[config.mk]
export PLATFORM = sky130hd
export DESIGN_NAME = sle_front
export DESIGN_NICKNAME = d
export VERILOG_FILES = /design/src/rtl/core/sle_pkg.sv /design/src/rtl/core/sle_front.sv
export SDC_FILE = /design/constraint.sdc
export NUM_CORES = 1
export LEC_CHECK = 0
export ABC_AREA = 1
export BUFFER_PORTS_ARGS = -buffer_cell sky130_fd_sc_hd__buf_2
export CAP_MARGIN = 25
export CORE_MARGIN = 3
export CORE_UTILIZATION = 45
export CTS_CLUSTER_SIZE = 12
export DETAILED_ROUTE_END_ITERATION = 10
export PLACE_DENSITY = 0.81
export SLEW_MARGIN = 40
export SYNTH_ARGS = -nofsm -noshare
export SYNTH_HDL_FRONTEND = slang
export SYNTH_SLANG_ARGS = --single-unit
[constraint.sdc]
create_clock -name clk_i -period 3.9 [get_ports clk_i]
set_input_delay 0.585 -clock clk_i [delete_from_list [all_inputs] [get_ports clk_i]]
set_output_delay 0.585 -clock clk_i [all_outputs]
set_load 0.03 [all_outputs]
[src/rtl/core/sle_pkg.sv]
// Package: shared types, constants and helpers of the sprite line evaluation block.
package sle_pkg;

  localparam int unsigned SpriteSlots = 128;
  localparam int unsigned LineSprites = 32;
  localparam int unsigned LineSlivers = 34;
  localparam int unsigned QueueDepth  = 2;

  typedef enum logic [1:0] {
    OpWriteWord = 2'd0,
    OpWriteHigh = 2'd1,
    OpEvaluate  = 2'd2,
    OpNone      = 2'd3
  } op_e;

  localparam logic CfgExtraLeft  = 1'b0;
  localparam logic CfgExtraRight = 1'b1;

  // One classified item handed from the front to the back
  typedef struct packed {
    op_e         op;
    logic [7:0]  address;
    logic [15:0] write_data;
    logic [7:0]  line;
    logic [7:0]  object_select;
    logic [7:0]  start_word;
    logic        active;
  } cmd_t;

  // One result item
  typedef struct packed {
    logic              kind;
    logic signed [9:0] sliver_x;
    logic [7:0]        line_out;
    logic [10:0]       tile_number;
    logic [2:0]        char_row;
    logic [7:0]        pal_base;
    logic [1:0]        priority_res;
    logic              flip_horizontal;
    logic [6:0]        sprite_slot;
    logic              color_math;
    logic [1:0]        overflow_flags;
    logic [3:0]        priority_mask;
  } res_t;

  // Sprite size in pixels for a size pair and the size bit
  function automatic logic [6:0] size_lookup(input logic [2:0] pair, input logic big);
    logic [6:0] s;
    unique case (pair)
      3'd0:    s = big ? 7'd16 : 7'd8;
      3'd1:    s = big ? 7'd32 : 7'd8;
      3'd2:    s = big ? 7'd64 : 7'd8;
      3'd3:    s = big ? 7'd32 : 7'd16;
      3'd4:    s = big ? 7'd64 : 7'd16;
      3'd5:    s = big ? 7'd64 : 7'd32;
      default: s = big ? 7'd32 : 7'd16;
    endcase
    return s;
  endfunction

endpackage

[src/rtl/core/sle_front.sv]
// Front: accepts input items, classifies them and queues them for the back.
module sle_front (
  input  logic           clk_i,
  input  logic           rst_ni,
  input  logic           s_axis_tvalid,
  output logic           s_axis_tready,
  input  logic [55:0]    s_axis_tdata,
  output logic           cmd_valid_o,
  input  logic           cmd_ready_i,
  output sle_pkg::cmd_t  cmd_o
);

  localparam int unsigned PtrW = $clog2(sle_pkg::QueueDepth);

  sle_pkg::cmd_t            mem_q [sle_pkg::QueueDepth];
  logic [PtrW-1:0]          wr_q, wr_d, rd_q, rd_d;
  logic [PtrW:0]            cnt_q, cnt_d;
  sle_pkg::cmd_t            cmd_in;
  logic                     push, pop;

  // Classify the raw fields
  always_comb begin
    cmd_in.op            = sle_pkg::op_e'(s_axis_tdata[1:0]);
    cmd_in.address       = s_axis_tdata[9:2];
    cmd_in.write_data    = s_axis_tdata[25:10];
    cmd_in.line          = s_axis_tdata[33:26];
    cmd_in.object_select = s_axis_tdata[41:34];
    cmd_in.start_word    = s_axis_tdata[50] ? {s_axis_tdata[49:43], 1'b0} : 8'd0;
    cmd_in.active        = s_axis_tdata[51];
  end

  assign s_axis_tready = (cnt_q != (PtrW+1)'(sle_pkg::QueueDepth));
  // Unused operation never enters the queue
  assign push = s_axis_tvalid && s_axis_tready && (cmd_in.op != sle_pkg::OpNone);
  assign cmd_valid_o = (cnt_q != '0);
  assign pop  = cmd_valid_o && cmd_ready_i;
  assign cmd_o = mem_q[rd_q];

  always_comb begin
    wr_d  = push ? PtrW'(wr_q + 1'b1) : wr_q;
    rd_d  = pop  ? PtrW'(rd_q + 1'b1) : rd_q;
    cnt_d = cnt_q + (PtrW+1)'(push) - (PtrW+1)'(pop);
  end

  always_ff @(posedge clk_i or negedge rst_ni) begin
    if (!rst_ni) begin
      wr_q  <= '0;
      rd_q  <= '0;
      cnt_q <= '0;
    end else begin
      wr_q  <= wr_d;
      rd_q  <= rd_d;
      cnt_q <= cnt_d;
    end
  end

  always_ff @(posedge clk_i) begin
    if (push) begin
      mem_q[wr_q] <= cmd_in;
    end
  end

`ifndef SYNTH
  a_no_overfill: assert property (@(posedge clk_i) disable iff (!rst_ni)
    cnt_q <= (PtrW+1)'(sle_pkg::QueueDepth)) else $error("queue overfilled");
  a_no_push_full: assert property (@(posedge clk_i) disable iff (!rst_ni)
    (cnt_q == (PtrW+1)'(sle_pkg::QueueDepth)) |-> !push) else $error("push into full queue");
  a_no_pop_empty: assert property (@(posedge clk_i) disable iff (!rst_ni)
    pop |-> (cnt_q != '0)) else $error("pop from empty queue");
`endif

endmodule

==> results summary <==
The peak ir drop on the vdd network is 0.554 mV. The count of different cell masters after synthesis is 19. The worst setup path is launched from a register. The deepest clock path buffer count came out at 2. In the routed design, unresolved DRC markers number 0. The area share of the largest cell type after synthesis came out at 75.3%. STA classifies the critical path endpoint as an output port. The die outline area is 10000 sq um.

Entering global routing, the biggest net connects 52 pins. Among all flip-flop cells after synthesis, the most frequent one is edfxtp_1. The worst pin sits at a relative slew slack of 63.9%.

The fraction of power consumed by sequential logic is 41.7%. The H-tree was split into 3 levels. The critical path class is reg2out. The TritonCTS buffer count came out at 9. Of all nets on the critical path, the largest fanout is 50. The internal power consumption is 2.13 mW. By instance count, the leading cell after synthesis is nand2_1. The number of placed cells counting well taps came out at 515. The number of maximum-capacitance violations is 0. The vias per cell came out at 4.66.

The area taken by flip-flops and latches is 3100 sq um. Setup repair after global routing left no endpoint under its margin. Net switching is 41.9% of the power. The number of global-route vias before repair came out at 2532. Of the synthesized area, sequential elements account for 77.8%. The post-detailed-placement cell area is 4600 sq um.

Static timing analysis puts the maximum clock frequency at 0.450 GHz. The number of cells upsized or downsized after cts is 0. Power spread over the standard cell area amounts to 765 nW/um^2.

The filler cell count is 722. Setup total negative slack on the finished layout was measured at 0 ns. The total area inside the core boundary comes to 8420 sq um. The number of flops mapped to enable cells by yosys is 100. The x dimension of the die came out at 100 microns. The tree is rooted in a clkbuf_8. The count of nets left with antenna violations once routing finished came out at 0.

The largest individual stage delay along the critical path comes from the cell buf_4. The initial utilization of the core area, before any placement, comes to 47.3%. The fraction of registers with async set/reset came out at 3.85%. In the final layout, the multi-input gates occupy 732 sq um. The share of post-route cells with drive strength above 1 came out at 31.5%. The proportion of power drawn by the clock network came out at 17.3%. The startpoint identified for the worst register-to-register timing path is cnt_q[1]. The post-cts hold buffer count is 0.

The clock reaches the later pin of the worst-skew pair after 0.35 ns. The run finished with clean final reports. The sum of net half-perimeters after detailed placement came out at 4950 microns.

The weighted congestion at the end of routability-driven global placement is 0.669. Clock-pin slew was measured on the worst setup and hold paths at 0.09 ns. The wire length of the first global-routing pass is 11700 microns. The leakage power came out at 2.13 nW. The launch point of the worst path is rd_q.

The final clock period utilization by the worst path is 57.0%. Detailed routing inserted a total of 2469 vias. The number of port buffers came out at 106. The combined global-route utilization of all metal layers is 15.2%. The cell repeated most along the worst path is nand2_1. The detailed-routing iteration count for the pre-antenna-repair pass is 4. The netlist area before placement is 3990 sq um.

Combinational cells account for 41.0% of the total power. After detailed routing, the total wire length is 7330 microns. The DRC marker count from the first detailed-route iteration is 63. TritonCTS built the clock tree. The yosys synthesis warning count is 0. The post-synthesis average cell area came out at 12.8 sq um.

The commonest cells after synthesis are nand2_1, edfxtp_1, inv_1, buf_2, buf_6. The die extent in y is 100 microns. Relative to the synthesized area, the layout overhead comes to 20.0%. Clock tree synthesis found a total of 104 sinks. The number of antenna violations at the first check in global routing came out at 0.

For the final database, setup skew stands at 0.00818 ns. The critical path goes through buf_4 -> nand2_1 -> nand2_1 -> buf_2. The largest area contributor in the synthesized netlist is edfxtp_1. The overall overflow remaining after global route came out at 0. The count of standard-cell rows came out at 33. The max-slew violation total from the final report is 0. The slew at the pin closest to its max-slew limit is 0.541 ns.

The post-route standard cell area excluding fillers came out at 4780 sq um. The number of storage elements in the synthesis netlist came out at 104. The data arrival time of the critical path came out at 1.64 ns.

The antenna diode instance count is 0. The switching power is 1.53 mW. The setup fix buffers added after clock tree synthesis is 0. 113 I/O pins were placed. The delay of the slowest cell on the worst path came out at 0.44 ns.

The instance count of the mapped netlist came out at 311. The wire length per cell came out at 13.8 microns. The number of non-filler instances in the completed layout came out at 530. Subtracting the final worst setup slack from the clock period gives 2.22 ns.

The number of nets in the layout came out at 482. By area the synthesized netlist is led by edfxtp_1, nand2_1, dfrtp_1. The data required time at the worst endpoint came out at 3.31 ns. The worst hold margin is 0.0287 ns.

The number of hold violations in the final report is 0. When the netlist entered floorplanning its net count stood at 372. In this run the worst hold path is classified as in2async. Setup violations remaining at the end of the flow were counted as 0.
worst max-delay path: cells and delay by family, from the launching register on:
kind | cells | cell delay, ns
buf+inv | 2 | 0.64
flops | 1 | 0.39
simple gates | 2 | 0.21
placed cells by master (no fill, tap or decap), types with 2 or more instances in the layout:
| cell | instances |
|---|---|
| nand2_1 | 164 |
| nand2_2 | 3 |
| nor2_4 | 2 |
| buf_2 | 106 |
| inv_1 | 15 |
| buf_4 | 5 |
| dfrtp_1 | 3 |
| clkbuf_8 | 9 |
| nor2_2 | 2 |
| clkinvlp_4 | 2 |
| edfxtp_1 | 100 |
metrics by stage:
step | util (%) | power [mW] | worst slack, ns
after global placement | 54.6 | 3.05 | 1.88
after detailed placement | 54.6 | 3.09 | 1.85
after global routing | 56.8 | 3.89 | 1.55
after CTS | 56.8 | 3.71 | 1.67
after floorplan | - | 2.68 | 0.501
final | 56.8 | 3.66 | 1.68
worst paths after layout:
| kind | to | slack (ns) | cells past startpoint |
|---|---|---|---|
| worst max-delay path | cmd_o[8] | 1.68 | 4 |
| worst min-delay path | cnt_q[0] | 0.03 | 1 |
| worst max register to register | mem_q[0][25] | 2.15 | 4 |
| worst min register to register | cnt_q[0] | 0.57 | 1 |
| max in group asynchronous | rd_q | 3.74 | 1 |
| min in group clk_i | mem_q[0][31] | 0.42 | 1 |
kinds of logic (layout without fill, tap and decap cells):
family,after synthesis,after routing,synth area share (%)
AOI/OAI and AO/OA,1,1,0.125
xor gates and xnor gates,1,1,0.220
adders and majority gates,1,1,0.314
buffers and inverters,28,142,3.99
DFF,104,104,77.8
other,1,1,0.0941
and+or+nand+nor,175,175,17.4
registers in the layout, indices dropped and copies added (netlist names):
signal  count
rd_q        1
wr_q        1
cnt_q       2
mem_q     100
cell type report:
class	count	area share (%)
Inverter	16	1.31
Tap cell	105	2.75
Multi-Input combinational cell	179	15.3
Clock inverter	5	1.20
Sequential cell	104	64.9
Clock buffer	10	2.67
Timing Repair Buffer	111	11.9
metal layers:
layer	up-vias	track usage, %	part of all wire, %
met1	1148	18.1	41
li1	1237	-	-
met4	0	6.42	1.6
met5	-	0	0
met2	72	26.1	51
met3	12	4.10	6.2
power by group through the flow:
stage / logic, mW / registers (mW) / clock network, mW
finish: 1.50 / 1.53 / 0.632
global route: 1.64 / 1.54 / 0.704
floorplan: 1.14 / 1.54 / 0
global placement: 1.51 / 1.54 / 0
detailed placement: 1.53 / 1.55 / 0
CTS: 1.54 / 1.53 / 0.649
(Power assumes the default switching activity.)
